### src/rtl/ipd_pkg.sv
// Package for the IR pulse-distance decoder.
// Holds the shared types, mode codes, register indexes and reset values.
// No dependencies.
`timescale 1ns / 1ps

package ipd_pkg;

    localparam logic [1:0] MODE_RISE  = 2'd0;
    localparam logic [1:0] MODE_FALL  = 2'd1;
    localparam logic [1:0] MODE_QUERY = 2'd2;

    localparam logic [1:0] REG_HOLD_TIME = 2'd0;
    localparam logic [1:0] REG_BUTTON0   = 2'd1;
    localparam logic [1:0] REG_BUTTON1   = 2'd2;
    localparam logic [1:0] REG_BUTTON2   = 2'd3;

    localparam logic [1:0] BUTTON_0 = 2'd0;
    localparam logic [1:0] BUTTON_1 = 2'd1;
    localparam logic [1:0] BUTTON_2 = 2'd2;

    localparam logic [19:0] HOLD_TIME_RESET = 20'd110000;
    localparam logic [31:0] BUTTON0_RESET   = 32'ha25dc837;
    localparam logic [31:0] BUTTON1_RESET   = 32'ha25da857;
    localparam logic [31:0] BUTTON2_RESET   = 32'ha25d9867;

    localparam logic [5:0]  FRAME_BITS    = 6'd32;
    localparam logic [15:0] REPEAT_MAX    = 16'hffff;
    localparam logic [63:0] WINDOW_FOREVER = 64'hffff_ffff_ffff_ffff;

    typedef enum logic [2:0] {
        PH_IDLE   = 3'b001,
        PH_LEADER = 3'b010,
        PH_DATA   = 3'b100
    } t_phase;

    typedef struct packed {
        logic [1:0]  mode;
        logic [63:0] time_us;
        logic [1:0]  button_index;
        logic [63:0] delta;
        logic [63:0] window_new;
    } t_cap;

    typedef struct packed {
        logic leader;
        logic gt2;
        logic eq3;
        logic eq4;
        logic eq8;
    } t_flags;

    typedef struct packed {
        logic [1:0]  mode;
        logic [63:0] time_us;
        logic [1:0]  button_index;
        logic [63:0] window_new;
        t_flags      flags;
    } t_cls;

endpackage

### src/rtl/ipd_capture.sv
// Input stage of the IR decoder: registers the transaction, times it against
// the previous edge and precomputes the new window end. Uses ipd_pkg.
`timescale 1ns / 1ps

module ipd_capture (
    input  logic           i_clk,
    input  logic           i_rst_n,
    input  logic           i_in_valid,
    output logic           o_in_stall,
    input  logic [1:0]     i_mode,
    input  logic [63:0]    i_time_us,
    input  logic [1:0]     i_button_index,
    input  logic [19:0]    i_hold_time_us,
    input  logic           i_next_ready,
    output logic           o_valid,
    output ipd_pkg::t_cap  o_cap
);

    logic          r_valid;
    logic [63:0]   r_last_edge;
    ipd_pkg::t_cap r_cap;
    logic          w_ready;
    logic          w_accept;
    logic          w_edge;

    assign w_ready    = !r_valid || i_next_ready;
    assign w_accept   = i_in_valid && w_ready;
    assign w_edge     = (i_mode == ipd_pkg::MODE_RISE) || (i_mode == ipd_pkg::MODE_FALL);
    assign o_in_stall = !w_ready;
    assign o_valid    = r_valid;
    assign o_cap      = r_cap;

    always_ff @(posedge i_clk) begin
        if (!i_rst_n) begin
            r_valid     <= 1'b0;
            r_last_edge <= '0;
        end else begin
            if (w_ready) begin
                r_valid <= i_in_valid;
            end
            if (w_accept && w_edge) begin
                r_last_edge <= i_time_us;
            end
        end
    end

    always_ff @(posedge i_clk) begin
        if (w_accept) begin
            r_cap.mode         <= i_mode;
            r_cap.time_us      <= i_time_us;
            r_cap.button_index <= i_button_index;
            r_cap.delta        <= i_time_us - r_last_edge;
            r_cap.window_new   <= i_time_us + {44'd0, i_hold_time_us};
        end
    end

endmodule

### src/rtl/ipd_classify.sv
// Second stage of the IR decoder: sorts the edge interval into the unit
// counts that the decoder acts on. Uses ipd_pkg.
`timescale 1ns / 1ps

module ipd_classify #(
    parameter int UNIT_US = 562
) (
    input  logic          i_clk,
    input  logic          i_rst_n,
    input  logic          i_valid,
    input  ipd_pkg::t_cap i_cap,
    input  logic          i_next_ready,
    output logic          o_ready,
    output logic          o_valid,
    output ipd_pkg::t_cls o_cls
);

    // interval rounds to k units when k*U - U/2 <= delta < (k+1)*U - U/2
    localparam int HALF = UNIT_US / 2;
    localparam logic [63:0] THR3  = 64'(3 * UNIT_US - HALF);
    localparam logic [63:0] THR4  = 64'(4 * UNIT_US - HALF);
    localparam logic [63:0] THR5  = 64'(5 * UNIT_US - HALF);
    localparam logic [63:0] THR8  = 64'(8 * UNIT_US - HALF);
    localparam logic [63:0] THR9  = 64'(9 * UNIT_US - HALF);
    localparam logic [63:0] THR15 = 64'(15 * UNIT_US - HALF);
    localparam logic [63:0] THR18 = 64'(18 * UNIT_US - HALF);

    logic           r_valid;
    ipd_pkg::t_cls  r_cls;
    ipd_pkg::t_flags w_flags;

    assign o_ready = !r_valid || i_next_ready;
    assign o_valid = r_valid;
    assign o_cls   = r_cls;

    always_comb begin
        w_flags.gt2    = i_cap.delta >= THR3;
        w_flags.eq3    = (i_cap.delta >= THR3) && (i_cap.delta < THR4);
        w_flags.eq4    = (i_cap.delta >= THR4) && (i_cap.delta < THR5);
        w_flags.eq8    = (i_cap.delta >= THR8) && (i_cap.delta < THR9);
        w_flags.leader = (i_cap.delta >= THR15) && (i_cap.delta < THR18);
    end

    always_ff @(posedge i_clk) begin
        if (!i_rst_n) begin
            r_valid <= 1'b0;
        end else if (o_ready) begin
            r_valid <= i_valid;
        end
    end

    always_ff @(posedge i_clk) begin
        if (o_ready && i_valid) begin
            r_cls.mode         <= i_cap.mode;
            r_cls.time_us      <= i_cap.time_us;
            r_cls.button_index <= i_cap.button_index;
            r_cls.window_new   <= i_cap.window_new;
            r_cls.flags        <= w_flags;
        end
    end

endmodule

### src/rtl/ipd_state.sv
// Decode stage of the IR decoder: frame state, repeat counter, hold window,
// button query and the result register. Uses ipd_pkg.
`timescale 1ns / 1ps

module ipd_state (
    input  logic          i_clk,
    input  logic          i_rst_n,
    input  logic          i_valid,
    input  ipd_pkg::t_cls i_cls,
    output logic          o_ready,
    input  logic [31:0]   i_button0_code,
    input  logic [31:0]   i_button1_code,
    input  logic [31:0]   i_button2_code,
    output logic          o_out_valid,
    input  logic          i_out_stall,
    output logic [31:0]   o_code,
    output logic          o_pressed,
    output logic [15:0]   o_repeat_count
);

    ipd_pkg::t_phase r_phase, n_phase;
    logic [31:0]     r_frame_bits, n_frame_bits;
    logic [15:0]     r_repeat, n_repeat;
    logic [63:0]     r_window_end, n_window_end;
    logic [5:0]      r_bit_count, n_bit_count;
    logic            r_out_valid;
    logic [31:0]     r_code;
    logic            r_pressed;
    logic [15:0]     r_repeat_count;
    logic            n_pressed;
    logic            w_step;
    logic            w_match;

    assign o_ready        = !r_out_valid || !i_out_stall;
    assign w_step         = i_valid && o_ready;
    assign o_out_valid    = r_out_valid;
    assign o_code         = r_code;
    assign o_pressed      = r_pressed;
    assign o_repeat_count = r_repeat_count;

    always_comb begin
        case (i_cls.button_index)
            ipd_pkg::BUTTON_0: w_match = r_frame_bits == i_button0_code;
            ipd_pkg::BUTTON_1: w_match = r_frame_bits == i_button1_code;
            ipd_pkg::BUTTON_2: w_match = r_frame_bits == i_button2_code;
            default:           w_match = 1'b0;
        endcase
    end

    always_comb begin
        n_phase      = r_phase;
        n_frame_bits = r_frame_bits;
        n_repeat     = r_repeat;
        n_window_end = r_window_end;
        n_bit_count  = r_bit_count;
        n_pressed    = 1'b0;
        case (i_cls.mode)
            ipd_pkg::MODE_RISE, ipd_pkg::MODE_FALL: begin
                // expire the hold window first
                if (r_window_end < i_cls.time_us) begin
                    n_repeat     = '0;
                    n_frame_bits = '0;
                    n_phase      = ipd_pkg::PH_IDLE;
                    n_window_end = ipd_pkg::WINDOW_FOREVER;
                end
                if (i_cls.mode == ipd_pkg::MODE_RISE) begin
                    if (i_cls.flags.leader) begin
                        n_phase = ipd_pkg::PH_LEADER;
                    end else if (i_cls.flags.gt2) begin
                        n_phase = ipd_pkg::PH_IDLE;
                    end
                end else begin
                    case (n_phase)
                        ipd_pkg::PH_LEADER: begin
                            if (i_cls.flags.eq8) begin
                                n_phase      = ipd_pkg::PH_DATA;
                                n_frame_bits = '0;
                                n_bit_count  = '0;
                            end else if (i_cls.flags.eq4) begin
                                if (n_repeat != ipd_pkg::REPEAT_MAX) begin
                                    n_repeat = n_repeat + 16'd1;
                                end
                                n_phase      = ipd_pkg::PH_IDLE;
                                n_window_end = i_cls.window_new;
                            end
                        end
                        ipd_pkg::PH_DATA: begin
                            n_frame_bits = {n_frame_bits[30:0], i_cls.flags.eq3};
                            n_bit_count  = r_bit_count + 6'd1;
                            if (n_bit_count == ipd_pkg::FRAME_BITS) begin
                                if ((n_frame_bits[31:24] == ~n_frame_bits[23:16]) &&
                                    (n_frame_bits[15:8] == ~n_frame_bits[7:0])) begin
                                    n_window_end = i_cls.window_new;
                                end
                                n_phase = ipd_pkg::PH_IDLE;
                            end
                        end
                        default: begin
                            n_phase = ipd_pkg::PH_IDLE;
                        end
                    endcase
                end
            end
            ipd_pkg::MODE_QUERY: begin
                n_pressed = w_match && (i_cls.time_us < r_window_end);
            end
            default: begin
            end
        endcase
    end

    always_ff @(posedge i_clk) begin
        if (!i_rst_n) begin
            r_phase      <= ipd_pkg::PH_IDLE;
            r_frame_bits <= '0;
            r_repeat     <= '0;
            r_window_end <= '0;
            r_bit_count  <= '0;
            r_out_valid  <= 1'b0;
        end else begin
            if (o_ready) begin
                r_out_valid <= i_valid;
            end
            if (w_step) begin
                r_phase      <= n_phase;
                r_frame_bits <= n_frame_bits;
                r_repeat     <= n_repeat;
                r_window_end <= n_window_end;
                r_bit_count  <= n_bit_count;
            end
        end
    end

    always_ff @(posedge i_clk) begin
        if (w_step) begin
            r_code         <= n_frame_bits;
            r_pressed      <= n_pressed;
            r_repeat_count <= n_repeat;
        end
    end

    a_data_count : assert property (@(posedge i_clk) disable iff (!i_rst_n)
        r_phase == ipd_pkg::PH_DATA |-> r_bit_count < ipd_pkg::FRAME_BITS)
        else $error("bit count past frame length in data phase");

    a_data_start : assert property (@(posedge i_clk) disable iff (!i_rst_n)
        (r_phase == ipd_pkg::PH_DATA && r_bit_count == '0) |-> r_frame_bits == '0)
        else $error("frame not cleared at data start");

    a_hold_state : assert property (@(posedge i_clk) disable iff (!i_rst_n)
        !w_step |=> $stable(r_frame_bits) && $stable(r_repeat) && $stable(r_window_end))
        else $error("decoder state changed without a transaction");

    a_result_match : assert property (@(posedge i_clk) disable iff (!i_rst_n)
        w_step |=> r_code == r_frame_bits && r_repeat_count == r_repeat)
        else $error("result does not reflect updated state");

endmodule

### src/rtl/ir_pulse_distance_decoder.sv
// Top level of the NEC-style IR pulse-distance decoder.
// Holds the configuration registers; uses ipd_pkg, ipd_capture, ipd_classify, ipd_state.
//
// Input channel (i_in_valid / o_in_stall): one transaction per edge or query.
//   i_mode 0 is a rising edge, 1 a falling edge, 2 a button query; 3 is ignored.
//   i_time_us is the free-running microsecond time of the edge or query.
// Output channel (o_out_valid / i_out_stall): exactly one result per input
//   transaction, in order: held code, pressed flag (queries only), repeat count.
// Accepted transactions pass the capture, classify and state registers; one is taken
//   per cycle while o_in_stall is low. The stages are input/interval subtract, interval
//   classification against unit thresholds, and decode with the result register.
// A stalled result holds; earlier stages keep filling until the pipeline is
//   full, then o_in_stall rises.
// Configuration (i_cfg_we, i_cfg_index, i_cfg_data) is for the user to write with the block
//   idle; the block does not enforce this. Index 0 hold time (low 20 bits), 1..3 button codes.
// Synchronous reset clears the pipeline, the decode state and restores the
//   configuration defaults.
`timescale 1ns / 1ps

module ir_pulse_distance_decoder #(
    parameter int UNIT_US = 562
) (
    input  logic        i_clk,
    input  logic        i_rst_n,
    input  logic        i_in_valid,
    output logic        o_in_stall,
    input  logic [1:0]  i_mode,
    input  logic [63:0] i_time_us,
    input  logic [1:0]  i_button_index,
    output logic        o_out_valid,
    input  logic        i_out_stall,
    output logic [31:0] o_code,
    output logic        o_pressed,
    output logic [15:0] o_repeat_count,
    input  logic        i_cfg_we,
    input  logic [1:0]  i_cfg_index,
    input  logic [31:0] i_cfg_data
);

    logic [19:0]   r_hold_time_us;
    logic [31:0]   r_button0_code;
    logic [31:0]   r_button1_code;
    logic [31:0]   r_button2_code;

    logic          w_cap_valid;
    ipd_pkg::t_cap w_cap;
    logic          w_cls_ready;
    logic          w_cls_valid;
    ipd_pkg::t_cls w_cls;
    logic          w_state_ready;

    always_ff @(posedge i_clk) begin
        if (!i_rst_n) begin
            r_hold_time_us <= ipd_pkg::HOLD_TIME_RESET;
            r_button0_code <= ipd_pkg::BUTTON0_RESET;
            r_button1_code <= ipd_pkg::BUTTON1_RESET;
            r_button2_code <= ipd_pkg::BUTTON2_RESET;
        end else if (i_cfg_we) begin
            case (i_cfg_index)
                ipd_pkg::REG_HOLD_TIME: r_hold_time_us <= i_cfg_data[19:0];
                ipd_pkg::REG_BUTTON0:   r_button0_code <= i_cfg_data;
                ipd_pkg::REG_BUTTON1:   r_button1_code <= i_cfg_data;
                ipd_pkg::REG_BUTTON2:   r_button2_code <= i_cfg_data;
                default: begin
                end
            endcase
        end
    end

    ipd_capture u_capture (
        .i_clk          (i_clk),
        .i_rst_n        (i_rst_n),
        .i_in_valid     (i_in_valid),
        .o_in_stall     (o_in_stall),
        .i_mode         (i_mode),
        .i_time_us      (i_time_us),
        .i_button_index (i_button_index),
        .i_hold_time_us (r_hold_time_us),
        .i_next_ready   (w_cls_ready),
        .o_valid        (w_cap_valid),
        .o_cap          (w_cap)
    );

    ipd_classify #(
        .UNIT_US (UNIT_US)
    ) u_classify (
        .i_clk        (i_clk),
        .i_rst_n      (i_rst_n),
        .i_valid      (w_cap_valid),
        .i_cap        (w_cap),
        .i_next_ready (w_state_ready),
        .o_ready      (w_cls_ready),
        .o_valid      (w_cls_valid),
        .o_cls        (w_cls)
    );

    ipd_state u_state (
        .i_clk          (i_clk),
        .i_rst_n        (i_rst_n),
        .i_valid        (w_cls_valid),
        .i_cls          (w_cls),
        .o_ready        (w_state_ready),
        .i_button0_code (r_button0_code),
        .i_button1_code (r_button1_code),
        .i_button2_code (r_button2_code),
        .o_out_valid    (o_out_valid),
        .i_out_stall    (i_out_stall),
        .o_code         (o_code),
        .o_pressed      (o_pressed),
        .o_repeat_count (o_repeat_count)
    );

endmodule
### config.mk
export PLATFORM = sky130hd
export DESIGN_NAME = ir_pulse_distance_decoder
export DESIGN_NICKNAME = d
export VERILOG_FILES = /design/src/rtl/ipd_pkg.sv /design/src/rtl/ipd_capture.sv /design/src/rtl/ipd_classify.sv /design/src/rtl/ipd_state.sv /design/src/rtl/ir_pulse_distance_decoder.sv
export SDC_FILE = /design/constraint.sdc
export NUM_CORES = 2
export LEC_CHECK = 0
export BUFFER_PORTS_ARGS = -buffer_cell sky130_fd_sc_hd__buf_4
export CAP_MARGIN = 20
export CORE_MARGIN = 3
export CORE_UTILIZATION = 60
export DETAILED_ROUTE_END_ITERATION = 7
export GPL_TIMING_DRIVEN = 0
export PLACE_DENSITY = 0.81
export SYNTH_ARGS = -nofsm -noshare
export SYNTH_HDL_FRONTEND = slang
export SYNTH_SLANG_ARGS = --single-unit
### constraint.sdc
create_clock -name i_clk -period 14.7 [get_ports i_clk]
set_input_delay 1.47 -clock i_clk [delete_from_list [all_inputs] [get_ports i_clk]]
set_output_delay 1.47 -clock i_clk [all_outputs]
set_load 0.01 [all_outputs]
==> summary.txt <==
Status
  • Outcome: complete, no violations

Floorplan
  • I/O pin count: ~160
  • Starting density of the core: 61.4%
  • Die Outline Area: between 50000 and 60000 sq um
  • Total number of placement rows: 83
  • Core area: 51800 sq um
  • Horizontal extent of the die: ~240 um
  • Y dimension of the die: 236 um

Setup path
  • Crit path largest cell delay: 0.70 ns
  • Cell with the largest stage delay on the worst path: sky130_fd_sc_hd__a311oi_1
  • FF-to-FF path depth: 19
  • Crit path max-delay family: simple AND/OR/NAND/NOR gates
  • Worst setup path class: flop to flop
  • Number of stages on the worst setup path: 19
  • Category of the worst setup path capture point: flop
  • CP bufs+invs: 2
  • Worst R2R End: u_state.r_repeat[8]
  • Worst path most repeated cell: sky130_fd_sc_hd__and2_1
  • Required arrival time at the worst endpoint: 15.20 ns
  • Data arrival time of the critical path: roughly 6.3 ns
  • Origin of the critical flop-to-flop path: u_classify.o_cls[108]
  • Maximum fanout along the worst path: 10
  • Capturing element of the worst setup path: u_state.r_repeat[8]
  • Startpoint Class: flop
  • Critical path cell sequence: ha_1, nand4_1, nor4_1, nand2_1, a311oi_1, a211o_1, o21ai_0, buf_2, and2_1, ha_1, and2_1, and2_1, and3_1, nor2_1, clkbuf_1, nand3_1, a21oi_1, nand2_1, a32o_1
  • Reg-to-reg slack, setup: about 8.9 ns
  • Critical Path Start: u_classify.o_cls[108]

Clocking
  • Number of levels the H-tree was split into: 3
  • Root Buffer: sky130_fd_sc_hd__clkbuf_16
  • Clock Sink Count: 686
  • CTS resizes: 0
  • Quantity of hold-fixing buffers added after cts: 0
  • TritonCTS clock tree: built
  • Worst-case clock buffer depth: 3
  • Clock insertion delay at the later pin of the skew report: 0.62 ns
  • Post-CTS clock slew at the launch and capture registers of the worst setup and hold paths: approximately 0.060 ns
  • Clock buffer count from CTS: 72
  • Setup repair bufs after CTS: 0

Drt
  • TritonRoute pass-1 iters: 6
  • Total number of vias: 25100
  • Vias per Instance: 6.07
  • Per-cell routed wire length: 20.6 um
  • Drt total wl: 85100 um
  • Number of DRC violations after detailed routing: 0
  • Antenna-violating nets left: 0
  • Count of routing violations after the opening detailed-route iteration: 2293

Finish
  • Number of antenna cells inserted: 0
  • Layout Nets: 3666
  • Final standard cell area without fillers: 36500 sq um
  • Share of layout cells above drive strength 1: 9.01%
  • Non-filler cells in the finished layout: 4141
  • Signed area change from the synthesized netlist to the final layout: 14.8%

Global route
  • Number of global-route vias before repair: 24600
  • Antenna violations before repair: 0
  • First-pass GRT wire length: ~130000 um
  • Maximum number of pins on one net before global-route repair: 36
  • GRT Resource Usage Total: 29.9%
  • Residual overflow from global routing: 0

Power and ir drop
  • Part of the total power dissipated in combinational logic: 10.7%
  • Portion of total power attributed to sequential cells: 48.8%
  • Switching part of the total power: 24.4%
  • Clock power share: between 40% and 50%
  • Leak pwr: 0.0135 uW
  • Net switching power figure: 1100 uW
  • Overall power after layout: 4510 uW
  • IR Drop Worst-Case VDD: 105 uV
  • Internal power contribution: between 3000 and 4000 uW
  • P per Cell Area: 124 nW/um^2

Logic synthesis
  • Cell area after technology mapping: 31800 sq um
  • Number of enable-type register cells in the synthesized netlist: approximately 380
  • Cell with the most instances after synthesis: sky130_fd_sc_hd__nand2_1
  • Yosys cell types: 78
  • Biggest area consumer among synthesized cells: sky130_fd_sc_hd__edfxtp_1
  • Post-Syn Instances: between 3000 and 4000
  • Cell types occupying the most area after synthesis: sky130_fd_sc_hd__edfxtp_1, sky130_fd_sc_hd__dfxtp_1, sky130_fd_sc_hd__nand2_1, sky130_fd_sc_hd__ha_1, sky130_fd_sc_hd__a21oi_1
  • Synthesized area divided by synthesized cell count: 10.1 sq um
  • Most instantiated cells after synthesis: sky130_fd_sc_hd__nand2_1, sky130_fd_sc_hd__edfxtp_1, sky130_fd_sc_hd__dfxtp_1
  • Net count after synthesis: 3422
  • Register bit count reported by yosys: a little under 700
  • Most used DFF post-synth: sky130_fd_sc_hd__edfxtp_1
  • Fraction of registers with async set/reset: 0%
  • Sequential share of the synthesized area: 55.2%
  • Total of warnings raised by yosys: 0
  • Proportion of netlist area held by the largest area contributor: 36.1%

Place
  • Final Wtd Congestion: 0.937
  • Post-detail-place hpwl: a little over 60000 um
  • Number of cells after detailed placement: 4010
  • Pre-CTS setup slack: between 9 and 10 ns
  • Post-detailed-placement cell area: 34100 sq um
  • Port Buf Inserts: 157

STA
  • Worst path setup slack after routing: 8.90 ns
  • Clock period minus worst slack: slightly below 6 ns
  • Setup repair after global routing missed its margin: no
  • Max Fclk: 172 MHz
  • Transition time of the tightest slew-check pin: 1.18 ns
  • Post-route clock skew: about 0.022 ns
  • Final period utilization: between 30 and 40%
  • Final hold vios: 0
  • Final setup violating endpoints: 0
  • Number of pins with negative max-slew slack in the final report: 0
  • Max transition margin: about a fifth

Run
  • Maximum Capacitance Violations: 0

Worst hold path
  • Number of stages on the worst hold path: 0
  • Path class of the lowest-slack min-delay path: flop to flop
sequential cells by signal, summed over array words and instances (netlist names):
register and flops:
u_capture.o_valid 1, r_button0_code 32, r_hold_time_us 20, r_button2_code 32, u_state.r_window_end 64, u_state.o_repeat_count 16
r_button1_code 32, u_classify.o_valid 1, u_state.r_frame_bits 32, u_capture.r_last_edge 64, u_state.o_pressed 1, u_state.r_repeat 16
u_state.r_bit_count 6, u_state.r_phase 3, u_state.o_out_valid 1, u_capture.o_cap 196, u_classify.o_cls 137, u_state.o_code 32
worst register-to-register path: cells and delay by family, from the launching register on:
| kind | cells | cell delay (ns) |
|---|---|---|
| flip-flops | 1 | 0.39 |
| AND/OR/NAND/NOR | 10 | 2.38 |
| adder cells (fa/ha/maj) | 2 | 0.51 |
| buffers and inverters | 2 | 0.64 |
| AO/OA/AOI/OAI | 5 | 1.74 |
cell families (layout without fill, tap and decap cells):
| kind of cell | count (synthesis) | after routing | share of synthesized area [%] |
|---|---|---|---|
| mux | 5 | 5 | 0.157 |
| compound gates | 705 | 705 | 14.1 |
| xor+xnor | 180 | 180 | 4.96 |
| buf+inv | 357 | 658 | 4.30 |
| simple gates | 1072 | 1072 | 15.2 |
| fa+ha+maj | 155 | 155 | 6.15 |
| flops | 686 | 686 | 55.2 |
routing by layer:
metal | track usage [%] | vias up | share of wire [%]
met1 | 36.4 | 12000 | 39
met3 | 5.21 | 277 | 7.0
li1 | - | 11800 | -
met2 | 51.9 | 1090 | 49
met5 | 0 | - | 0
met4 | 13.9 | 0 | 5.0
cells in the final DEF, fill, tap and decap left out, drive strengths merged, types with 6 or more instances in the layout:
cell type  Yosys  routed
o311ai         8       8
nand2b        11      11
o211ai        13      13
and2          15      15
nand3        126     126
bufinv         0       6
a22oi         67      67
edfxtp       382     382
xor2          65      65
xnor2        115     115
o21a          19      19
and3          38      38
nor3          35      35
o21bai         9       9
buf           18     188
and4          10      10
or3            9       9
dfxtp        304     304
a22o          31      31
o22ai         60      60
clkinv         0      24
nor4          28      28
clkbuf       165     259
inv          174     176
nand4         57      57
o21ai        102     102
a211oi        11      11
nor2b         18      18
a21o          54      54
a31oi         16      16
a2bb2oi        6       6
a221oi         8       8
nor2         189     189
ha           153     153
nand2        516     516
a21oi        253     253
power groups by stage:
| stage | sequential (uW) | combinational [uW] | clock (uW) |
|---|---|---|---|
| 3_3_place_gp | 2250 | 443 | 0 |
| 2_1_floorplan | 2240 | 304 | 0 |
| 5_1_grt | 2210 | 528 | 1930 |
| 4_1_cts | 2200 | 475 | 1850 |
| 6_report | 2200 | 482 | 1830 |
| 3_5_place_dp | 2240 | 469 | 0 |
stage by stage:
stage,hold WS (ns),TNS [ns],utilization (%)
CTS,0.409,0,70.4
global placement,0.400,-175.36,65.3
global route,0.417,0,70.4
finish,0.407,0,70.4
floorplan,0.400,0,-
detailed placement,0.405,0,65.8
worst min path at each step:
stage,start,endpoint,slack [ns]
5_1_grt,u_capture.o_cap[45],u_classify.o_cls[50],0.42
6_report,u_capture.o_cap[45],u_classify.o_cls[50],0.41
4_1_cts,u_capture.o_cap[45],u_classify.o_cls[50],0.41
3_5_place_dp,u_capture.o_cap[164],u_classify.o_cls[105],0.40
3_3_place_gp,u_capture.o_cap[32],u_classify.o_cls[37],0.40
2_1_floorplan,u_capture.o_cap[159],u_classify.o_cls[100],0.40
layout make-up:
| cell class | instances | area, sq um |
|---|---|---|
| multi-input combinational | 2117 | 12900 |
| sequential | 686 | 17600 |
| clock buffer | 94 | 2020 |
| timing repair buffer | 170 | 1460 |
| inverter | 174 | 653 |
| fill | 3759 | 15300 |
| tap | 680 | 851 |
| clock inverter | 37 | 360 |
| buffer | 183 | 713 |
(Power assumes the default switching activity.)
